<file path="src/rtl/button_press_classifier_top_macros.svh">
// ---------------------------------------------------------------------------
// assertion macros shared by the button press classifier
// ---------------------------------------------------------------------------
`ifndef BUTTON_PRESS_CLASSIFIER_TOP_MACROS_SVH
`define BUTTON_PRESS_CLASSIFIER_TOP_MACROS_SVH

// same-cycle implication, disabled while reset is low
`define BPC_ASSERT_IMP(lbl, clk, rst_n, ante, cons) \
    lbl: assert property (@(posedge clk) disable iff (!rst_n) (ante) |-> (cons)) \
        else $error("bpc assertion failed");

// next-cycle implication, disabled while reset is low
`define BPC_ASSERT_NXT(lbl, clk, rst_n, ante, cons) \
    lbl: assert property (@(posedge clk) disable iff (!rst_n) (ante) |=> (cons)) \
        else $error("bpc assertion failed");

`endif

</file>
<file path="src/rtl/bpc_pkg.sv">
// ---------------------------------------------------------------------------
// bpc_pkg
// types, codes and reset values of the button press classifier
// ---------------------------------------------------------------------------
`default_nettype none

package bpc_pkg;

    localparam int BUTTON_COUNT = 4;
    localparam int BTN_W        = 2;
    localparam int CNT_W        = 16;
    localparam int MS_W         = 32;
    localparam int CFG_W        = 16;
    localparam int CFG_IDX_W    = 3;
    localparam int OP_W         = 3;
    localparam int PIN_W        = 4;
    localparam int EV_W         = 4;
    localparam int S_DATA_W     = 40;
    localparam int M_DATA_W     = 16;

    localparam logic [CFG_W-1:0] DEBOUNCE_RST  = 16'd50;
    localparam logic [CFG_W-1:0] RELEASE_RST   = 16'd3;
    localparam logic [CFG_W-1:0] SHORT_MIN_RST = 16'd1;
    localparam logic [CFG_W-1:0] SHORT_MAX_RST = 16'd50;
    localparam logic [CFG_W-1:0] LONG_MIN_RST  = 16'd100;

    typedef enum logic [OP_W-1:0] {
        OP_EDGE      = 3'd0,
        OP_TICK      = 3'd1,
        OP_CHK_SHORT = 3'd2,
        OP_CHK_LONG  = 3'd3,
        OP_CLR_ALL   = 3'd4
    } t_opcode;

    typedef enum logic [CFG_IDX_W-1:0] {
        CFG_DEBOUNCE  = 3'd0,
        CFG_RELEASE   = 3'd1,
        CFG_SHORT_MIN = 3'd2,
        CFG_SHORT_MAX = 3'd3,
        CFG_LONG_MIN  = 3'd4
    } t_cfg_idx;

    typedef struct packed {
        logic [CFG_W-1:0] debounce_ms;
        logic [CFG_W-1:0] release_ticks;
        logic [CFG_W-1:0] short_min_ticks;
        logic [CFG_W-1:0] short_max_ticks;
        logic [CFG_W-1:0] long_min_ticks;
    } t_cfg;

    // one-hot command to a lane, already qualified by the accept
    typedef struct packed {
        logic fall_edge;
        logic tick;
        logic chk_short;
        logic chk_long;
        logic clr_all;
    } t_lane_cmd;

    typedef struct packed {
        logic short_ev;
        logic long_ev;
        logic flag;
    } t_lane_res;

endpackage

`default_nettype wire

</file>
<file path="src/rtl/bpc_lane.sv">
// ---------------------------------------------------------------------------
// bpc_lane
// per-button debounce, release tracking and short/long press detection
// ---------------------------------------------------------------------------
`default_nettype none

`include "button_press_classifier_top_macros.svh"

module bpc_lane
    import bpc_pkg::*;
(
    input  wire logic             i_clk,
    input  wire logic             i_rst_n,
    input  wire t_cfg             i_cfg,
    input  wire t_lane_cmd        i_cmd,
    input  wire logic             i_pin,
    input  wire logic [MS_W-1:0]  i_now,
    output t_lane_res             o_res
);

    logic             r_armed, n_armed;
    logic             r_released, n_released;
    logic             r_long_rep, n_long_rep;
    logic [CNT_W-1:0] r_high_cnt, n_high_cnt;
    logic [CNT_W-1:0] r_low_cnt, n_low_cnt;
    logic [MS_W-1:0]  r_last_ms, n_last_ms;
    logic             r_short_flag, n_short_flag;
    logic             r_long_flag, n_long_flag;

    logic             w_hi_over;
    logic             w_rel1;
    logic [CNT_W-1:0] w_high1;
    logic             w_lr1;
    logic             w_rel2;
    logic             w_short;
    logic [CNT_W-1:0] w_low2;
    logic             w_long;
    logic [MS_W-1:0]  w_elapsed;
    logic             w_edge_ok;

    // tick evaluation, in the order the press logic requires
    always_comb begin
        w_hi_over = r_high_cnt > i_cfg.release_ticks;
        w_rel1    = r_released | w_hi_over;
        w_high1   = w_hi_over ? '0 : r_high_cnt;
        w_lr1     = w_hi_over ? 1'b0 : r_long_rep;
        w_rel2    = w_rel1 & ~r_armed;
        w_short   = w_rel2 && (r_low_cnt >= i_cfg.short_min_ticks)
                           && (r_low_cnt < i_cfg.short_max_ticks);
        w_low2    = w_rel2 ? '0 : r_low_cnt;
        w_long    = (w_low2 >= i_cfg.long_min_ticks) && !w_lr1;
    end

    assign w_elapsed = i_now - r_last_ms;
    assign w_edge_ok = (w_elapsed > {{(MS_W-CFG_W){1'b0}}, i_cfg.debounce_ms}) && r_released;

    always_comb begin
        n_armed      = r_armed;
        n_released   = r_released;
        n_long_rep   = r_long_rep;
        n_high_cnt   = r_high_cnt;
        n_low_cnt    = r_low_cnt;
        n_last_ms    = r_last_ms;
        n_short_flag = r_short_flag;
        n_long_flag  = r_long_flag;
        if (i_cmd.fall_edge) begin
            if (w_edge_ok) begin
                n_armed   = 1'b1;
                n_last_ms = i_now;
            end
        end else if (i_cmd.tick) begin
            n_armed    = r_armed & ~w_rel1;
            n_released = w_rel2;
            n_long_rep = w_lr1 | w_long;
            n_high_cnt = w_high1;
            n_low_cnt  = w_low2;
            if (!w_rel2) begin
                if (!i_pin) begin
                    n_high_cnt = '0;
                    n_low_cnt  = (w_low2 == '1) ? w_low2 : w_low2 + 1'b1;
                end else begin
                    n_high_cnt = (w_high1 == '1) ? w_high1 : w_high1 + 1'b1;
                end
            end
            if (w_long) begin
                n_long_flag = 1'b1;
            end else if (w_short) begin
                n_short_flag = 1'b1;
            end
        end else if (i_cmd.chk_short) begin
            n_short_flag = 1'b0;
        end else if (i_cmd.chk_long) begin
            n_long_flag = 1'b0;
        end else if (i_cmd.clr_all) begin
            n_short_flag = 1'b0;
            n_long_flag  = 1'b0;
        end
    end

    always_comb begin
        o_res.short_ev = i_cmd.tick & w_short & ~w_long;
        o_res.long_ev  = i_cmd.tick & w_long;
        o_res.flag     = (i_cmd.chk_short & r_short_flag) | (i_cmd.chk_long & r_long_flag);
    end

    always_ff @(posedge i_clk) begin
        if (!i_rst_n) begin
            r_armed      <= 1'b0;
            r_released   <= 1'b1;
            r_long_rep   <= 1'b0;
            r_high_cnt   <= '0;
            r_low_cnt    <= '0;
            r_last_ms    <= '0;
            r_short_flag <= 1'b0;
            r_long_flag  <= 1'b0;
        end else begin
            r_armed      <= n_armed;
            r_released   <= n_released;
            r_long_rep   <= n_long_rep;
            r_high_cnt   <= n_high_cnt;
            r_low_cnt    <= n_low_cnt;
            r_last_ms    <= n_last_ms;
            r_short_flag <= n_short_flag;
            r_long_flag  <= n_long_flag;
        end
    end

    `BPC_ASSERT_IMP(a_ev_excl, i_clk, i_rst_n, o_res.long_ev, !o_res.short_ev)
    `BPC_ASSERT_IMP(a_ev_on_tick, i_clk, i_rst_n, o_res.short_ev || o_res.long_ev, i_cmd.tick)
    `BPC_ASSERT_NXT(a_long_marks, i_clk, i_rst_n, o_res.long_ev, r_long_rep && r_long_flag)

endmodule

`default_nettype wire

</file>
<file path="src/rtl/bpc_merge.sv">
// ---------------------------------------------------------------------------
// bpc_merge
// combines lane results into one result item and holds it for the receiver
// ---------------------------------------------------------------------------
`default_nettype none

`include "button_press_classifier_top_macros.svh"

module bpc_merge
    import bpc_pkg::*;
(
    input  wire logic                    i_clk,
    input  wire logic                    i_rst_n,
    input  wire logic                    i_load,
    input  wire t_lane_res [BUTTON_COUNT-1:0] i_res,
    output logic                         o_ready,
    output logic                         o_m_tvalid,
    input  wire logic                    i_m_tready,
    output logic [M_DATA_W-1:0]          o_m_tdata
);

    logic                r_valid, n_valid;
    logic [M_DATA_W-1:0] r_data;
    logic [EV_W-1:0]     w_short;
    logic [EV_W-1:0]     w_long;
    logic                w_flag;

    always_comb begin
        w_short = '0;
        w_long  = '0;
        w_flag  = 1'b0;
        for (int i = 0; i < BUTTON_COUNT; i++) begin
            w_short[i] = i_res[i].short_ev;
            w_long[i]  = i_res[i].long_ev;
            w_flag     = w_flag | i_res[i].flag;
        end
    end

    // a new item may enter when the slot is empty or is drained this cycle
    assign o_ready = ~r_valid | i_m_tready;

    always_comb begin
        n_valid = r_valid;
        if (i_load) begin
            n_valid = 1'b1;
        end else if (i_m_tready) begin
            n_valid = 1'b0;
        end
    end

    always_ff @(posedge i_clk) begin
        if (!i_rst_n) begin
            r_valid <= 1'b0;
        end else begin
            r_valid <= n_valid;
        end
    end

    always_ff @(posedge i_clk) begin
        if (i_load) begin
            r_data <= {{(M_DATA_W-2*EV_W-1){1'b0}}, w_flag, w_long, w_short};
        end
    end

    assign o_m_tvalid = r_valid;
    assign o_m_tdata  = r_data;

    `BPC_ASSERT_IMP(a_no_overrun, i_clk, i_rst_n, r_valid && !i_m_tready, !o_ready)
    `BPC_ASSERT_NXT(a_load_shows, i_clk, i_rst_n, i_load, r_valid)
    `BPC_ASSERT_NXT(a_hold_data, i_clk, i_rst_n, r_valid && !i_m_tready, r_valid && $stable(r_data))

endmodule

`default_nettype wire

</file>
<file path="src/rtl/button_press_classifier_top.sv">
// ---------------------------------------------------------------------------
// button_press_classifier_top
// short and long press detector for four active-low push buttons
// ---------------------------------------------------------------------------
// Usage:
//   input items arrive on the s channel: tuser carries the opcode, tdata the
//   button index, pin levels and millisecond timestamp. every item yields
//   exactly one result item on the m channel (short events, long events and
//   the sticky flag read by a check).
//   one lane per button evaluates the item in parallel; the merge stage packs
//   the lane results into a single output register.
//   o_m_tvalid rises in the cycle after acceptance. one item is accepted
//   every cycle while the receiver takes results, set by the single output
//   register that sits between the lanes and the m channel.
//   when the receiver stalls, the pending result is held and o_s_tready goes
//   low until it is taken; o_s_tready follows i_m_tready in the same cycle.
//   configuration writes on i_cfg_we take effect at the next clock edge; the
//   user must make them only while the block is idle; it is not enforced.
//   synchronous reset loads the default configuration, marks every button
//   released, clears counters and flags, and empties the output register.
// ---------------------------------------------------------------------------
`default_nettype none

module button_press_classifier_top
    import bpc_pkg::*;
(
    input  wire logic                 i_clk,
    input  wire logic                 i_rst_n,
    input  wire logic                 i_cfg_we,
    input  wire logic [CFG_IDX_W-1:0] i_cfg_idx,
    input  wire logic [CFG_W-1:0]     i_cfg_wdata,
    input  wire logic                 i_s_tvalid,
    output logic                      o_s_tready,
    // [1:0] button, [5:2] pin_levels, [37:6] now_ms, [39:38] zero
    input  wire logic [S_DATA_W-1:0]  i_s_tdata,
    // [2:0] opcode
    input  wire logic [OP_W-1:0]      i_s_tuser,
    output logic                      o_m_tvalid,
    input  wire logic                 i_m_tready,
    // [3:0] short_events, [7:4] long_events, [8] flag_was_set, [15:9] zero
    output logic [M_DATA_W-1:0]       o_m_tdata
);

    t_cfg                     r_cfg, n_cfg;
    logic                     w_accept;
    logic [BTN_W-1:0]         w_button;
    logic [PIN_W-1:0]         w_pins;
    logic [MS_W-1:0]          w_now;
    t_lane_cmd                w_cmd;
    t_lane_cmd [BUTTON_COUNT-1:0] w_lane_cmd;
    t_lane_res [BUTTON_COUNT-1:0] w_lane_res;

    assign w_accept = i_s_tvalid & o_s_tready;
    assign w_button = i_s_tdata[BTN_W-1:0];
    assign w_pins   = i_s_tdata[BTN_W+PIN_W-1:BTN_W];
    assign w_now    = i_s_tdata[BTN_W+PIN_W+MS_W-1:BTN_W+PIN_W];

    // configuration registers
    always_comb begin
        n_cfg = r_cfg;
        if (i_cfg_we) begin
            case (t_cfg_idx'(i_cfg_idx))
                CFG_DEBOUNCE:  n_cfg.debounce_ms     = i_cfg_wdata;
                CFG_RELEASE:   n_cfg.release_ticks   = i_cfg_wdata;
                CFG_SHORT_MIN: n_cfg.short_min_ticks = i_cfg_wdata;
                CFG_SHORT_MAX: n_cfg.short_max_ticks = i_cfg_wdata;
                CFG_LONG_MIN:  n_cfg.long_min_ticks  = i_cfg_wdata;
                default:       n_cfg = r_cfg;
            endcase
        end
    end

    always_ff @(posedge i_clk) begin
        if (!i_rst_n) begin
            r_cfg.debounce_ms     <= DEBOUNCE_RST;
            r_cfg.release_ticks   <= RELEASE_RST;
            r_cfg.short_min_ticks <= SHORT_MIN_RST;
            r_cfg.short_max_ticks <= SHORT_MAX_RST;
            r_cfg.long_min_ticks  <= LONG_MIN_RST;
        end else begin
            r_cfg <= n_cfg;
        end
    end

    // opcode decode, qualified by the accept
    always_comb begin
        w_cmd = '0;
        if (w_accept) begin
            case (t_opcode'(i_s_tuser))
                OP_EDGE:      w_cmd.fall_edge = 1'b1;
                OP_TICK:      w_cmd.tick      = 1'b1;
                OP_CHK_SHORT: w_cmd.chk_short = 1'b1;
                OP_CHK_LONG:  w_cmd.chk_long  = 1'b1;
                OP_CLR_ALL:   w_cmd.clr_all   = 1'b1;
                default:      w_cmd = '0;
            endcase
        end
    end

    for (genvar g = 0; g < BUTTON_COUNT; g++) begin : g_lane
        logic w_sel;

        assign w_sel = (w_button == BTN_W'(g));

        // edge and check items go to the addressed button only
        always_comb begin
            w_lane_cmd[g]           = w_cmd;
            w_lane_cmd[g].fall_edge = w_cmd.fall_edge & w_sel;
            w_lane_cmd[g].chk_short = w_cmd.chk_short & w_sel;
            w_lane_cmd[g].chk_long  = w_cmd.chk_long & w_sel;
        end

        bpc_lane u_lane (
            .i_clk   (i_clk),
            .i_rst_n (i_rst_n),
            .i_cfg   (r_cfg),
            .i_cmd   (w_lane_cmd[g]),
            .i_pin   (w_pins[g]),
            .i_now   (w_now),
            .o_res   (w_lane_res[g])
        );
    end

    bpc_merge u_merge (
        .i_clk      (i_clk),
        .i_rst_n    (i_rst_n),
        .i_load     (w_accept),
        .i_res      (w_lane_res),
        .o_ready    (o_s_tready),
        .o_m_tvalid (o_m_tvalid),
        .i_m_tready (i_m_tready),
        .o_m_tdata  (o_m_tdata)
    );

endmodule

`default_nettype wire

</file>
<file path="config.mk">
export PLATFORM = sky130hd
export DESIGN_NAME = button_press_classifier_top
export DESIGN_NICKNAME = d
export VERILOG_FILES = /design/src/rtl/bpc_pkg.sv /design/src/rtl/bpc_lane.sv /design/src/rtl/bpc_merge.sv /design/src/rtl/button_press_classifier_top.sv
export VERILOG_INCLUDE_DIRS = /design/src /design/src/rtl
export SDC_FILE = /design/constraint.sdc
export NUM_CORES = 2
export LEC_CHECK = 0
export BUFFER_PORTS_ARGS = -buffer_cell sky130_fd_sc_hd__buf_2
export CORE_ASPECT_RATIO = 1.25
export CORE_UTILIZATION = 30
export CTS_CLUSTER_SIZE = 24
export DETAILED_ROUTE_END_ITERATION = 16
export PLACE_DENSITY = 0.51
export SLEW_MARGIN = 20
export SYNTH_ARGS = -nofsm -noshare
export SYNTH_HDL_FRONTEND = slang
export SYNTH_SLANG_ARGS = --single-unit
</file>
<file path="constraint.sdc">
create_clock -name i_clk -period 6.41 [get_ports i_clk]
set_input_delay 1.282 -clock i_clk [delete_from_list [all_inputs] [get_ports i_clk]]
set_output_delay 1.282 -clock i_clk [all_outputs]
set_load 0.005 [all_outputs]
</file>
* Word-level counts from Yosys, hierarchy flattened
Cells that the tools add are included.
** Word-level totals
- Output and inout bits :: 18
- Register bits :: 366
- Input port bits :: 67
** Cells by class
- Reductions and logical operators :: 61
- $lt $le $gt $ge :: 20
- Equality and inequality tests :: 43
- Mux-type cells :: 93
- Bitwise logic cells :: 74
- Add/subtract/negate cells :: 12
** Operators with widths (count)
- 16-bit 2-to-1 mux :: 32
- 16-bit by 1-bit adder with 16-bit output, second input constant :: 8
- 16-bit equality test, second input constant :: 8
- 16-bit greater-or-equal comparator :: 8
- 32-bit by 16-bit > comparator with 1-bit output :: 4
- 32-bit subtractor :: 4
- 16-bit > comparator :: 4
- 16-bit less-than comparator :: 4
- 1-bit 2-to-1 mux :: 60
- 1-bit AND :: 41
- 2-bit AND reduction :: 17
- 2-bit != test, second input constant :: 12
- 3-bit nonzero test :: 8
- 5-bit AND reduction :: 4
- 1-bit NOT :: 17
- 1-bit logical AND :: 16
- 2-bit by 1-bit != test with 1-bit output, second input constant :: 8
- 1-bit bitwise OR :: 16
- 4-bit AND reduction :: 4
- 3-bit by 2-bit equality test with 1-bit output, second input constant :: 4
- 3-bit by 2-bit != test with 1-bit output, second input constant :: 4
- 2-bit nonzero test :: 5
- 3-bit by 1-bit equality test with 1-bit output, second input constant :: 2
- 3-bit equality test, second input constant :: 2
- 6 further kinds :: 11

* Longest topological paths before layout
- Depth after elaboration :: 10
- Gate-level depth with buffers :: 25

* By module
Synthesis repeated with hierarchy kept, for this count alone.
** Second synthesis, totals
- Cell total of the unflattened synthesis :: 4252
- Area total of the unflattened synthesis :: 32695.1 um^2
** By module, submodules not included
- bpc_lane (g_lane[0].u_lane ...) :: cells each 989, area each 7314.5 um^2, seq. area each 1381.3 um^2, times used 3
- bpc_lane (g_lane[1].u_lane) :: cells each 950, area each 7226.9 um^2, seq. area each 1381.3 um^2, times used 1
- button_press_classifier_top :: cells each 313, area each 3153.0 um^2, seq. area each 1601.5 um^2, times used 1
- bpc_merge :: cells each 22, area each 371.6 um^2, seq. area each 290.3 um^2, times used 1

* Worst setup path before layout
OpenSTA, ideal clock, no wires.
- Kind :: input -> register
- From :: input port i_s_tdata[6]
- To :: register g_lane[3].u_lane.r_armed
- Required time :: 6.278 ns
- Stages :: 23
- Slack :: 0.034 ns
- Arrival :: 6.244 ns
- Path through :: inv_1 ha_1 inv_1 fa_1 a21o_1 a311o_1 o311a_1 o21ai_0 nand2b_1 a31oi_1 o21bai_1 a21oi_1 xnor2_1 ha_1 a21o_1 a221oi_1 o21ai_0 a2111oi_4 nand4_1 or4_4 o31ai_4 buf_6 a21oi_1
** On the way
- Longest elaborated chain between the ends :: 5
** RTL lines
- start, declared :: RTL line button_press_classifier_top.sv:35 : input wire logic [S_DATA_W-1:0] i_s_tdata,
- 32-bit subtractor :: RTL line bpc_lane.sv:54 : assign w_elapsed = i_now - r_last_ms;
- 32-bit by 16-bit > comparator with 1-bit output :: RTL line bpc_lane.sv:55 : assign w_edge_ok = (w_elapsed > {{(MS_W-CFG_W){1'b0}}, i_cfg.debounce_ms}) && r_released;
- 1-bit logical AND :: RTL line bpc_lane.sv:55
- 2-bit != test (no source line)
- 2-bit AND reduction (no source line)
- end signal, assigned :: RTL line bpc_lane.sv:117 : r_armed <= n_armed;
- end, declared :: RTL line bpc_lane.sv:21 : logic r_armed, n_armed;
No other way between the ends.
A chain may end at the register's enable or synchronous reset.

* Worst setup path in the final report
- From :: input port i_s_tdata[6]
- To :: register g_lane[3].u_lane.r_last_ms[13]
** On the way
- Longest elaborated chain between the ends :: 4
** RTL lines
- 32-bit subtractor :: RTL line bpc_lane.sv:54
- 32-bit by 16-bit > comparator with 1-bit output :: RTL line bpc_lane.sv:55
- 1-bit logical AND :: RTL line bpc_lane.sv:55
- 2-bit AND reduction (no source line)
- end signal, assigned :: RTL line bpc_lane.sv:122 : r_last_ms <= n_last_ms;
- end, declared :: RTL line bpc_lane.sv:26 : logic [MS_W-1:0] r_last_ms, n_last_ms;
No other way between the ends.

==> metrics.cfg <==
[placement]
hpwl_um = 81100
post-place-ws_ns = -0.581
place_area_um2 = 32200
gp_congestion = 0.891
io_buffers = 75

[final_layout]
area_growth_syn_to_layout_pct = 14.0
postLayoutCoreUtil = 0.347
drive_above_1_share = 0.0973
fillers = 10500
nets = 4386
fin_area_um2 = 34000

[logic_synthesis]
netlist_area_um2 = 29800
yosysWarnings = 0
synth_area_per_cell_um2 = 7.92
ys.flop_type = dfxtp_1
synth_cell_type_count = 98
synth_edf_count = 9
ys_seq_area_frac = 0.249
synthCells = 3766
synth-async-reset-ratio = 0
synth-seq-cells = 366

[global_routing]
antenna_found_initial = 2
overflow = 0
grt_pass1_wl_um = 157000
grt_max_degree = 79
met3_usage = 0.0186
use_met1 = 0.234
grt_util_met2 = 0.364
grt_pass1_vias = 26600
track_usage = 0.198
grt.busiest_layer = met2

[sta]
setup_viol = 0
rsz0062_at_grt = false
setup_slack_ns = 0.253
fmax_ghz = 0.162
worstMarginPinSlew_ns = 1.10
max_slew_margin = 0.263
min_period_ns = 6.16
setup_tns_ns = 0
clock_skew_ns = 0.0153
whs_ns = 0.452
finalHoldViolCount = 0
slew_violations = 0
fin_crit_sh = 0.960

[die]
die-area_um2 = 101000
die_w_um = 284
rows = 128
num_io_pins = 85
die_h_um = 355
start_util = 0.304
core_um2 = 98000

[clock_tree]
cts_tree = yes
cts.path.max_buffers = 3
cts_hold_buf = 0
clock_sinks = 366
cts_root_buf = clkbuf_16
cts-htree-levels = 2
clkLatencyLatePin_ns = 0.61
cts_buffers = 47
clk_pin_slew_worst_paths_ns = 0.06

[routing]
drt_first_pass_iters = 6
vias = 27800
routed_wirelength_um = 104000
drtAntennaViolNets = 0
vias_per_cell = 5.32
drcViolationCount = 0
drt_iter0_drc = 1674
wl_per_cell_um = 19.8

[power]
p_leak_nw = 14.1
p_per_area_nw_per_um2 = 179
peakVddDrop_mv = 0.173

[run_status]
status = complete, no violations

[worst_setup_path]
critPathMaxFanout = 8
required_ns = 6.95
cp-start-kind = input port
path_class = in -> reg
arrival_ns = 6.70
crit_path_end_kind = register

[hold_path]
hp-class = reg -> reg

[run]
cap_violations = 0

==> cells in the mapped netlist, types with 12 or more instances <==
master / instances / area share
o21ai_2: 29 / 0.0085
nand4_1: 89 / 0.019
and3_1: 41 / 0.0086
dfxtp_1: 357 / 0.24
a31oi_1: 40 / 0.0084
clkbuf_1: 111 / 0.014
o22ai_1: 12 / 0.0025
a2111oi_0: 16 / 0.0047
o2111ai_1: 19 / 0.0056
nor2b_1: 35 / 0.0073
nand3_1: 117 / 0.020
or3_1: 24 / 0.0050
nor3_1: 54 / 0.0091
mux2i_1: 88 / 0.030
inv_1: 284 / 0.036
a21o_1: 144 / 0.036
xor2_1: 61 / 0.018
nor2_1: 237 / 0.030
o21a_1: 34 / 0.0086
a211o_1: 14 / 0.0041
and2_1: 55 / 0.012
o211ai_1: 29 / 0.0073
nand2b_1: 38 / 0.0080
nor4_1: 30 / 0.0063
ha_1: 436 / 0.18
o21bai_1: 21 / 0.0053
xnor2_1: 63 / 0.018
nand3_2: 29 / 0.0097
o21ai_0: 175 / 0.029
a21oi_1: 293 / 0.049
a211oi_1: 27 / 0.0068
nand2_1: 430 / 0.054
o21ai_1: 70 / 0.012
==> registers in the layout, summed over array words and instances (netlist names), 4 cells and up <==
| register | cells |
|---|---|
| g_lane.u_lane.r_short_flag | 4 |
| g_lane.u_lane.r_low_cnt | 64 |
| u_merge.o_m_tdata | 9 |
| g_lane.u_lane.r_high_cnt | 64 |
| g_lane.u_lane.r_released | 4 |
| g_lane.u_lane.r_long_flag | 4 |
| g_lane.u_lane.r_armed | 4 |
| r_cfg | 80 |
| g_lane.u_lane.r_long_rep | 4 |
| g_lane.u_lane.r_last_ms | 128 |
==> area by class of cell <==
cell class	count	area (µm²)	share of cell area
well taps	1300	1630	0.0478
clock inverters	19	193	0.00567
diodes	2	5.00	0.000147
inverters	288	1090	0.0320
flip-flops and latches	366	7420	0.218
multi-input cells	2978	20800	0.612
repair buffers	198	1460	0.0431
clock buffers	68	1390	0.0407
==> cells by family (layout without fill, tap and decap cells) <==
group           count (synthesis)  after routing  synth area share
simple gates                 1242           1242             0.205
compound gates               1063           1063             0.232
mux                            96             96            0.0333
xor+xnor                      124            124            0.0364
flops                         366            366             0.249
other cells                     1              9          0.000126
buf+inv                       428            573            0.0573
fa+ha+maj                     446            446             0.188
==> worst max-delay path, stage by stage <==
cell       delay (ns)
buf_8            0.11
inv_4            0.05
ha_4             0.13
inv_4            0.03
fa_2             0.37
a21o_1           0.18
a311o_1          0.32
o311a_1          0.36
o21ai_1          0.15
nand2b_1         0.10
a31oi_2          0.16
o21bai_1         0.10
a21oi_1          0.16
xnor2_1          0.11
ha_1             0.33
a21o_1           0.19
a221oi_2         0.26
o21ai_1          0.11
buf_4            0.17
a2111oi_4        0.30
nand4_1          0.15
or4_4            0.57
o31ai_4          0.34
buf_12           0.17
clkbuf_16        0.18
buf_4            0.17
nand3_2          0.08
o21ai_2          0.07
==> worst paths after layout <==
kind | from | to | slack (ns) | cells after the start
worst min-delay path | r_cfg[52]$_SDFFE_PN0P_ | r_cfg[52]$_SDFFE_PN0P_ | 0.45 | 2
worst max-delay path | i_s_tdata[6] | g_lane[3].u_lane.r_last_ms[13]$_SDFFE_PN0P_ | 0.25 | 28
worst max register to register | g_lane[3].u_lane.r_last_ms[0]$_SDFFE_PN0P_ | g_lane[3].u_lane.r_last_ms[13]$_SDFFE_PN0P_ | 0.67 | 26
worst min register to register | r_cfg[52]$_SDFFE_PN0P_ | r_cfg[52]$_SDFFE_PN0P_ | 0.45 | 2
==> per-stage QoR <==
| stage | instances | total power, mW |
|---|---|---|
| global route | 5218 | 6.35 |
| floorplan | 3772 | 3.03 |
| detailed placement | 5120 | 3.38 |
| finish | 5219 | 6.08 |
| global placement | 5120 | 3.37 |
| CTS | 5207 | 6.15 |
==> layer usage <==
layer,wire (µm),up-vias
met4,4560,0
met3,3540,176
met5,0,-
met1,43200,13100
met2,52200,588
li1,-,13900
==> layout by cell type (no fill, tap or decap), drive strengths merged, types with 34 or more instances in the layout <==
cell type    n
xor2        61
nand2      430
nor3        54
a21o       144
a31oi       40
nor2b       35
mux2i       88
nand4       89
inv        290
clkbuf      72
nand3      146
and2        56
o21ai      274
o21a        34
and3        41
buf        194
nor2       237
dfxtp      357
ha         436
a21oi      293
nand2b      38
xnor2       63
==> where the power goes <==
group	leakage (nW)	total, mW	switching [mW]	internal, mW
Sequential	2.97	2.32	0.0142	2.31
Combinational	10.3	1.02	0.641	0.380
Clock	0.778	2.74	1.12	1.62
Total	14.1	6.08	1.78	4.31
==> repair_timing <==
item	CTS	global route
setup buffers	0	6
endpoints found under the setup margin	0	66
gates resized for setup	0	21
No activity file was read; power rests on OpenSTA's default activity.
